[src/trds_pkg.sv]
// Types, codes and helpers for the three-round dispense sequencer
package trds_pkg;

    localparam int TRDS_ROUNDS = 3;

    localparam logic [14:0] SIDE_OFFSET_RESET = 15'd100;
    localparam logic [15:0] DETECT_WINDOW_RESET = 16'd5000;

    localparam logic signed [17:0] TGT_MAX = 18'sd32767;
    localparam logic signed [17:0] TGT_MIN = -18'sd32768;

    typedef enum logic [1:0] {
        REQ_TICK  = 2'd0,
        REQ_START = 2'd1,
        REQ_ABORT = 2'd2
    } req_t;

    typedef enum logic [1:0] {
        RES_NONE    = 2'd0,
        RES_SUCCESS = 2'd1,
        RES_EMPTY   = 2'd2
    } res_t;

    typedef enum logic [2:0] {
        PH_IDLE   = 3'd0,
        PH_MOVE   = 3'd1,
        PH_PUSH   = 3'd2,
        PH_RETURN = 3'd3,
        PH_WINDOW = 3'd4,
        PH_DONE   = 3'd5
    } phase_t;

    typedef enum logic {
        CFG_SIDE_OFFSET   = 1'b0,
        CFG_DETECT_WINDOW = 1'b1
    } cfg_idx_t;

    // Center plus round offset (-a, 0, +a), saturated to 16 bits
    function automatic logic signed [15:0] trds_target(
        input logic signed [15:0] center,
        input logic [1:0]         rnd,
        input logic [14:0]        a
    );
        logic signed [17:0] off;
        logic signed [17:0] sum;
        logic signed [15:0] res;
        begin
            off = '0;
            if (rnd == 2'd0)
            begin
                off = -$signed({3'b000, a});
            end
            else if (rnd == 2'd2)
            begin
                off = $signed({3'b000, a});
            end
            sum = $signed({{2{center[15]}}, center}) + off;
            if (sum > TGT_MAX)
            begin
                res = 16'sh7fff;
            end
            else if (sum < TGT_MIN)
            begin
                res = 16'sh8000;
            end
            else
            begin
                res = sum[15:0];
            end
            return res;
        end
    endfunction

endpackage

[src/three_round_dispense_sequencer.sv]
// Three-round dispense sequencer: request stage, sequencer logic and result register
//
// Usage: requests (tick, start, abort) arrive on the in_valid/in_ready channel with
// the sensor and time fields of that cycle; every request yields exactly one result
// on the out_valid/out_ready channel carrying the command pulses and status levels.
// Configuration (side offset, detection window) is written through cfg_we,
// cfg_index and cfg_data while no request is in flight; writes take effect at once.
// A request accepted into the request register passes through the sequencer logic
// into the result register once that register is empty or being read. Throughput is one
// request per cycle while the receiver does not stall; the sequencer state is read and
// updated between request register and result register.
// When the receiver stalls, the result register holds and the request register
// still takes one more request; in_ready drops only when both are full.
// Reset clears the sequencer to idle with result none, the offset to 100 steps and
// the window to 5000 ms; both channels are empty after reset.
module three_round_dispense_sequencer
    import trds_pkg::*;
#(
    parameter int ROUNDS = TRDS_ROUNDS
)
(
    input  logic               clk,
    input  logic               rst_n,
    input  logic               cfg_we,
    input  logic               cfg_index,
    input  logic [15:0]        cfg_data,
    input  logic               in_valid,
    output logic               in_ready,
    input  logic [1:0]         req_type,
    input  logic signed [15:0] slot_center,
    input  logic               slot_ok,
    input  logic               axis_busy,
    input  logic               servo_busy,
    input  logic               ir_detected,
    input  logic [31:0]        now_ms,
    output logic               out_valid,
    input  logic               out_ready,
    output logic               move_start,
    output logic signed [15:0] move_target,
    output logic               push_start,
    output logic               servo_return,
    output logic               axis_stop,
    output logic               ir_enable,
    output logic               ir_clear,
    output logic               busy_res,
    output logic               complete,
    output logic [1:0]         outcome
);

    localparam logic [1:0] LAST_ROUND = 2'(ROUNDS - 1);

    logic [14:0]        side_offset_reg;
    logic [15:0]        window_ms_reg;

    logic               s_valid_reg;
    logic [1:0]         s_req_reg;
    logic signed [15:0] s_center_reg;
    logic               s_slot_ok_reg;
    logic               s_axis_busy_reg;
    logic               s_servo_busy_reg;
    logic               s_ir_reg;
    logic [31:0]        s_now_reg;

    phase_t             phase_reg;
    phase_t             phase_next;
    logic [1:0]         round_reg;
    logic [1:0]         round_next;
    logic signed [15:0] center_reg;
    logic signed [15:0] center_next;
    res_t               result_reg;
    res_t               result_next;
    logic [31:0]        wstart_reg;
    logic [31:0]        wstart_next;

    logic               out_valid_reg;
    logic               move_start_reg;
    logic               move_start_next;
    logic signed [15:0] move_target_reg;
    logic signed [15:0] move_target_next;
    logic               push_start_reg;
    logic               push_start_next;
    logic               servo_return_reg;
    logic               servo_return_next;
    logic               axis_stop_reg;
    logic               axis_stop_next;
    logic               ir_clear_reg;
    logic               ir_clear_next;
    logic               busy_reg;
    logic               busy_next;
    logic               complete_reg;
    logic               complete_next;

    logic               adv;
    logic               in_prog;
    logic [31:0]        elapsed;
    logic               expired;

    assign adv      = s_valid_reg && (!out_valid_reg || out_ready);
    assign in_ready = !s_valid_reg || adv;
    assign in_prog  = (phase_reg != PH_IDLE) && (phase_reg != PH_DONE);
    assign elapsed  = s_now_reg - wstart_reg;
    assign expired  = elapsed >= {16'd0, window_ms_reg};

    always_ff @(posedge clk or negedge rst_n)
    begin
        if (!rst_n)
        begin
            side_offset_reg <= SIDE_OFFSET_RESET;
            window_ms_reg   <= DETECT_WINDOW_RESET;
        end
        else if (cfg_we)
        begin
            case (cfg_idx_t'(cfg_index))
                CFG_SIDE_OFFSET:   side_offset_reg <= cfg_data[14:0];
                CFG_DETECT_WINDOW: window_ms_reg   <= cfg_data;
                default:           window_ms_reg   <= window_ms_reg;
            endcase
        end
    end

    always_ff @(posedge clk or negedge rst_n)
    begin
        if (!rst_n)
        begin
            s_valid_reg <= 1'b0;
        end
        else if (in_ready)
        begin
            s_valid_reg <= in_valid;
        end
    end

    always_ff @(posedge clk)
    begin
        if (in_ready && in_valid)
        begin
            s_req_reg        <= req_type;
            s_center_reg     <= slot_center;
            s_slot_ok_reg    <= slot_ok;
            s_axis_busy_reg  <= axis_busy;
            s_servo_busy_reg <= servo_busy;
            s_ir_reg         <= ir_detected;
            s_now_reg        <= now_ms;
        end
    end

    always_ff @(posedge clk or negedge rst_n)
    begin
        if (!rst_n)
        begin
            phase_reg  <= PH_IDLE;
            round_reg  <= 2'd0;
            center_reg <= '0;
            result_reg <= RES_NONE;
            wstart_reg <= '0;
        end
        else if (adv)
        begin
            phase_reg  <= phase_next;
            round_reg  <= round_next;
            center_reg <= center_next;
            result_reg <= result_next;
            wstart_reg <= wstart_next;
        end
    end

    always_comb
    begin
        phase_next        = phase_reg;
        round_next        = round_reg;
        center_next       = center_reg;
        result_next       = result_reg;
        wstart_next       = wstart_reg;
        move_start_next   = 1'b0;
        push_start_next   = 1'b0;
        servo_return_next = 1'b0;
        axis_stop_next    = 1'b0;
        ir_clear_next     = 1'b0;

        case (req_t'(s_req_reg))
            REQ_START:
            begin
                if (!in_prog)
                begin
                    if (!s_slot_ok_reg)
                    begin
                        result_next = RES_EMPTY;
                        phase_next  = PH_DONE;
                    end
                    else
                    begin
                        center_next     = s_center_reg;
                        round_next      = 2'd0;
                        result_next     = RES_NONE;
                        wstart_next     = '0;
                        ir_clear_next   = 1'b1;
                        move_start_next = 1'b1;
                        phase_next      = PH_MOVE;
                    end
                end
            end
            REQ_ABORT:
            begin
                servo_return_next = 1'b1;
                axis_stop_next    = 1'b1;
                phase_next        = PH_DONE;
            end
            REQ_TICK:
            begin
                if (in_prog && s_ir_reg)
                begin
                    result_next       = RES_SUCCESS;
                    servo_return_next = 1'b1;
                    axis_stop_next    = 1'b1;
                    phase_next        = PH_DONE;
                end
                else
                begin
                    case (phase_reg)
                        PH_MOVE:
                        begin
                            if (!s_axis_busy_reg)
                            begin
                                push_start_next = 1'b1;
                                phase_next      = PH_PUSH;
                            end
                        end
                        PH_PUSH:
                        begin
                            if (!s_servo_busy_reg)
                            begin
                                servo_return_next = 1'b1;
                                if (round_reg >= LAST_ROUND)
                                begin
                                    wstart_next = s_now_reg;
                                    phase_next  = PH_WINDOW;
                                end
                                else
                                begin
                                    phase_next = PH_RETURN;
                                end
                            end
                        end
                        PH_RETURN:
                        begin
                            if (!s_servo_busy_reg)
                            begin
                                round_next      = round_reg + 2'd1;
                                move_start_next = 1'b1;
                                phase_next      = PH_MOVE;
                            end
                        end
                        PH_WINDOW:
                        begin
                            if (expired)
                            begin
                                result_next       = RES_EMPTY;
                                servo_return_next = 1'b1;
                                axis_stop_next    = 1'b1;
                                phase_next        = PH_DONE;
                            end
                        end
                        default:
                        begin
                            phase_next = phase_reg;
                        end
                    endcase
                end
            end
            default:
            begin
                phase_next = phase_reg;
            end
        endcase

        move_target_next = move_start_next ?
            trds_target(center_next, round_next, side_offset_reg) : 16'sd0;
        busy_next        = (phase_next != PH_IDLE) && (phase_next != PH_DONE);
        complete_next    = phase_next == PH_DONE;
    end

    always_ff @(posedge clk or negedge rst_n)
    begin
        if (!rst_n)
        begin
            out_valid_reg <= 1'b0;
        end
        else if (adv)
        begin
            out_valid_reg <= 1'b1;
        end
        else if (out_ready)
        begin
            out_valid_reg <= 1'b0;
        end
    end

    always_ff @(posedge clk)
    begin
        if (adv)
        begin
            move_start_reg   <= move_start_next;
            move_target_reg  <= move_target_next;
            push_start_reg   <= push_start_next;
            servo_return_reg <= servo_return_next;
            axis_stop_reg    <= axis_stop_next;
            ir_clear_reg     <= ir_clear_next;
            busy_reg         <= busy_next;
            complete_reg     <= complete_next;
        end
    end

    assign out_valid    = out_valid_reg;
    assign move_start   = move_start_reg;
    assign move_target  = move_target_reg;
    assign push_start   = push_start_reg;
    assign servo_return = servo_return_reg;
    assign axis_stop    = axis_stop_reg;
    assign ir_enable    = busy_reg;
    assign ir_clear     = ir_clear_reg;
    assign busy_res     = busy_reg;
    assign complete     = complete_reg;
    assign outcome      = result_reg;

endmodule

[config.mk]
export PLATFORM = sky130hd
export DESIGN_NAME = three_round_dispense_sequencer
export DESIGN_NICKNAME = d
export VERILOG_FILES = /design/src/trds_pkg.sv /design/src/three_round_dispense_sequencer.sv
export SDC_FILE = /design/constraint.sdc
export NUM_CORES = 1
export LEC_CHECK = 0
export ABC_AREA = 0
export BUFFER_PORTS_ARGS = -buffer_cell sky130_fd_sc_hd__buf_4
export CORE_MARGIN = 3
export CORE_UTILIZATION = 60
export CTS_BUF_LIST = sky130_fd_sc_hd__clkbuf_8
export DETAILED_ROUTE_END_ITERATION = 6
export MAX_ROUTING_LAYER = met4
export PLACE_DENSITY_LB_ADDON = 0.15
export SYNTH_ARGS = -nofsm -noshare
export SYNTH_HDL_FRONTEND = slang
export SYNTH_SLANG_ARGS = --single-unit
[constraint.sdc]
create_clock -name clk -period 5.53 [get_ports clk]
set_input_delay 0.553 -clock clk [delete_from_list [all_inputs] [get_ports clk]]
set_output_delay 0.553 -clock clk [all_outputs]
set_load 0.02 [all_outputs]
; Yosys cells after proc, flatten, opt, wreduce, memory -nomap -nowiden
; Index checks and enable logic that the tools add are counted.
; Widths: inputs -> output; s select.
[totals]
mem_count = 0
word_cells = 128
input_bits = 76
out_inout_bits = 28
mem_bits_ro = 0
mem_bits_rw = 0
latchBits = 0
register_bits = 165
[op_classes]
n_mul = 0
mux = 52
n_bitwise = 4
n_addsub = 4
reduce_logical = 21
div = 0
n_eq_ne = 18
shift = 0
n_lt_le_gt_ge = 4
[ops]
columns = cell, n
row1 = $mux 32, 6
row2 = $mux 16, 4
row3 = $pmux 32 s2, 1
row4 = $ge 32x16->1, 1
row5 = $sub 32x32->32, 1
row6 = $mux 15, 2
row7 = $mux 3, 8
row8 = $mux 2, 10
row9 = $add 16x18->18, 1
row10 = $gt 18x16->1 const B, 1
row11 = $lt 18x16->1 const B, 1
row12 = $mux 18, 1
row13 = $neg 15->18, 1
row14 = $mux 1, 12
row15 = $ne 3x3->1 const B, 4
row16 = $pmux 3 s4, 1
row17 = $ne 2x2->1 const B, 5
row18 = $pmux 3 s3, 1
row19 = $pmux 1 s2, 4
row20 = $pmux 2 s2, 2
row21 = $reduce_and 8->1, 1
row22 = $eq 3x2->1 const B, 2
row23 = $eq 3x3->1 const B, 2
row24 = $reduce_bool 3->1, 2
row25 = 16 further kinds, 29

; Longest topological paths before layout
[logic_depth]
ltp_word = 12
depth_mapped = 22
mapped_depth_nobuf = 21

; Worst setup path after synthesis
; Ideal clock, no wire load.
[synth_path]
path_kind = flip-flop to flip-flop
from = register s_req_reg[1]
to = register move_target_reg[10], in the netlist move_target[10] (data pin)
setup_time_ns = 0.260
t_arrival_ns = 4.253
required_ns = 5.270
stages_incl_launch_ff = 21
period_less_slack_ns = 4.512
path_buffers = 4
slack_ns = 1.018
cell_sequence = edfxtp_1 buf_2 nand2b_1 nor4b_2 buf_2 o22a_1 clkbuf_1 o31ai_1 xor2_1 nor2_1 ha_1 or3_1 o311ai_1 a211o_1 a21oi_1 o41a_1 xnor2_1 and2_1 a31oi_4 buf_4 o21ai_1
[synth_between]
elab_chain_cells = 9
[synth_lines]
columns = element, line
row1 = "start, declared", three_round_dispense_sequencer.sv:56  ; logic [1:0] s_req_reg;
row2 = "start signal, assigned", three_round_dispense_sequencer.sv:137  ; s_req_reg <= req_type;
row3 = $eq 2x1->1 or $logic_not 2->1 (tied branches), three_round_dispense_sequencer.sv:180  ; case (req_t'(s_req_reg))
row4 = $pmux 2 s2, three_round_dispense_sequencer.sv:180
row5 = $eq 2x2->1, trds_pkg.sv:53  ; else if (rnd == 2'd2)
row6 = $mux 15, trds_pkg.sv:53
row7 = $mux 18, trds_pkg.sv:49  ; if (rnd == 2'd0)
row8 = $add 16x18->18, trds_pkg.sv:57  ; sum = $signed({{2{center[15]}}, center}) + off;
row9 = $lt 18x16->1, trds_pkg.sv:62  ; else if (sum < TGT_MIN)
row10 = $mux 16, trds_pkg.sv:62
row11 = $mux 15, trds_pkg.sv:58  ; if (sum > TGT_MAX)
row12 = "end signal, assigned", three_round_dispense_sequencer.sv:303  ; move_target_reg <= move_target_next;
row13 = "end, declared", three_round_dispense_sequencer.sv:78  ; logic signed [15:0] move_target_reg;
; Several ways; a longest one is shown, not always the timed one.
; A chain may end at the register's enable or synchronous reset.

; Worst setup path in the final report
[layout_path]
from = register s_req_reg[0]
to = register move_target_reg[4], in the netlist move_target[4] (data pin)
; Same word-level chain as after synthesis.

==> results.yml <==
yosys:
  postSynthCellCount: 1036
  ys_ff_latch: 165
  synth_ff_type: "dfrtp_1"
  syn_nets: 1180
  synth.avg_cell_area_sq_um: 9.629
  synthArstFlopShare: 0.5333
  synth_cell_types: 81
  synth_warnings: 0
  synth_edf_count: 77
  ys_seq_area_frac: 0.4535
  netlist_area_sq_um: 9976
global_routing:
  grt_pass1_wl_mm: 36.98
  grt-ovfl-total: 0
  grt_start_max_net_pins: 65
  grt_pass1_vias: 7496
  track_usage: 0.2626
  antenna_found_initial: 1
setup_path:
  regToRegSetupSlack_ns: 0.54
  crit_family: "compound AO/OA/AOI/OAI gates"
  r2r-start: "s_req_reg[0]$_DFFE_PP_"
  reg2reg_depth: 17
  path_buf_inv: 0
  crit_chain: "nor2_2, nand4_1, nand2_1, o22a_1, o21ai_0, xor2_1, nor2_1, ha_1, or3_1, o311ai_1, a211o_1, a21oi_1, o41a_1, xnor2_1, and2_1, a31oi_4, o21ai_0"
  max_stage_delay_ns: 0.60
  worstSetupStartpointType: "flop"
  rr_endpoint: "move_target[4]$_SDFFCE_PN0P_"
  critPathMostFrequentCell: "o21ai_0"
  cpMaxStageDelayCell: "edfxtp_1"
  arrival_ns: 5.17
  worstPathRequired_ns: 5.71
  critical_path.max_fanout: 15
  worst-setup-path-type: "reg2reg"
  crit_path_end_kind: "flop"
cts:
  cts_tree: "yes"
  clk_pin_slew_ns: 0.09
  cts.sinks: 165
  cts_max_level: 4
  ctsResizeCount: 0
  cts_setup_buffers: 0
  clock_latency_ns: 0.47
  hold_buffers: 0
  cts_buffers: 17
  cts-root-buf: "clkbuf_8"
  clockBufferDepth: 2
layout:
  post-route-util: 0.7023
  fill_cells: 1268
  layout_common_cells: "163 x nand2_1, 113 x buf_4, 80 x dfrtp_1"
  fin_nets: 1269
  drive_above_1_share: 0.1889
  area_growth_pct: 13.04
  final_common_cell: "nand2_1"
timing:
  fin_ws_ns: 0.5375
  setup_viol: 0
  slew_viol_final: 0
  min_period_ns: 4.993
  fmax_mhz: 200.3
  skew_ns: 0.01660
  finalHoldViolations: 0
  whs_ns: 0.05928
  relSlewSlack: 0.4870
  rsz0062_at_grt: "false"
  fin_tns_setup_ns: 0
  period_share: 0.9028
  worst_pin_slew_ns: 0.7677
route:
  via_count: 7871
  drc_errors: 0
  met1_length_mm: 10.78
  first_pass_iters: 5
  antenna_left: 0
  wl_met3_mm: 1.341
  initialDrtViolationCount: 710
  wirelength_mm: 22.62
  post_drt_wl_per_cell_um: 16.69
  viasPerCell: 5.809
  routed.top_layer: "met4"
  dr_wl_met2_mm: 10.18
place:
  io_buffers: 103
  place_congestion: 0.9358
  pre_cts_ws_ns: 0.6735
  dp_hpwl_mm: 16.73
die:
  dieWidth_um: 134.9
  dieArea_sq_um: 18210
  die_y_um: 134.9
  initial_core_util: 0.6212
  io_pins: 104
  rows: 46
  core_area_sq_um: 16060
status:
  status: "complete, no violations"
power_and_ir_drop:
  peakVddDrop_uv: 263.4
  leakage_nw: 4.837
  powerDensity_nw_per_um2: 394.8
hold_path:
  hp-class: "in2async"
flow_run:
  cap_viol_max_count: 0
## per-stage QoR
step / std cells / instance area (sq um) / power (mW)
after floorplan: 1036 / 9976 / 3.113
after global placement: 1322 / 10900 / 3.565
after detailed placement: 1322 / 10900 / 3.604
after CTS: 1354 / 11270 / 4.454
after global routing: 1355 / 11280 / 4.795
final: 1355 / 11280 / 4.452
## power breakdown
| group | switching, mW | internal (mW) | total (mW) |
|---|---|---|---|
| logic | 1.16 | 0.813 | 1.97 |
| clock network | 0.506 | 0.332 | 0.839 |
| registers | 0.126 | 1.51 | 1.64 |
## cell type report
type	count	area [sq um]	share of cell area
Multi-Input combinational cell	756	4987	0.4422
Sequential cell	165	4524	0.4012
Timing Repair Buffer	113	848.3	0.07522
Inverter	72	270.3	0.02397
Tap cell	216	270.3	0.02397
Clock buffer	17	234.0	0.02075
Clock inverter	15	140.1	0.01243
Antenna cell	1	2.502	0.0002219
## metal layers
metal | vias up | GRT usage
li1 | 3850 | -
met1 | 3750 | 0.3759
met2 | 233 | 0.3888
met3 | 38 | 0.05067
met4 | 0 | 0.06887
met5 | - | -
## cells by family (layout without fill, tap and decap cells)
logic type               after synthesis  in the layout  synth area share
AND/OR/NAND/NOR                      342            342            0.1590
AO/OA/AOI/OAI                        249            249            0.1555
flip-flops                           165            165            0.4535
buffers and inverters                115            217           0.04779
adder cells (fa/ha/maj)               68             68           0.08679
multiplexers                          50             50           0.05606
XOR/XNOR                              47             47           0.04126
other                                  0              1                 0
## how the worst max path moves through the flow
stage / startpoint / end / cells past startpoint
floorplan: s_req_reg[1]$_DFFE_PP_ / move_target[10]$_SDFFCE_PN0P_ / 20
global placement: s_req_reg[0]$_DFFE_PP_ / move_target[2]$_SDFFCE_PN0P_ / 16
detailed placement: s_now_reg[0]$_DFFE_PP_ / servo_return$_DFFE_PP_ / 20
CTS: s_now_reg[0]$_DFFE_PP_ / servo_return$_DFFE_PP_ / 20
global route: wstart_reg[0]$_DFFE_PN0P_ / servo_return$_DFFE_PP_ / 19
finish: s_req_reg[0]$_DFFE_PP_ / move_target[4]$_SDFFCE_PN0P_ / 17
## synth_stat cells (16+ instances only)
master | number | area (sq um)
nor2_1 | 66 | 247.7
ha_1 | 66 | 825.8
xor2_1 | 26 | 227.7
dfrtp_1 | 80 | 2002
edfxtp_1 | 77 | 2312
o21ai_0 | 79 | 395.4
nand2b_1 | 18 | 112.6
a21oi_1 | 68 | 340.3
xnor2_1 | 21 | 183.9
mux2_2 | 44 | 495.5
clkbuf_1 | 22 | 82.58
nand2_1 | 163 | 611.8
inv_1 | 71 | 266.5
nor3_1 | 16 | 80.08
Note: power is estimated with default switching activity, not from simulation.
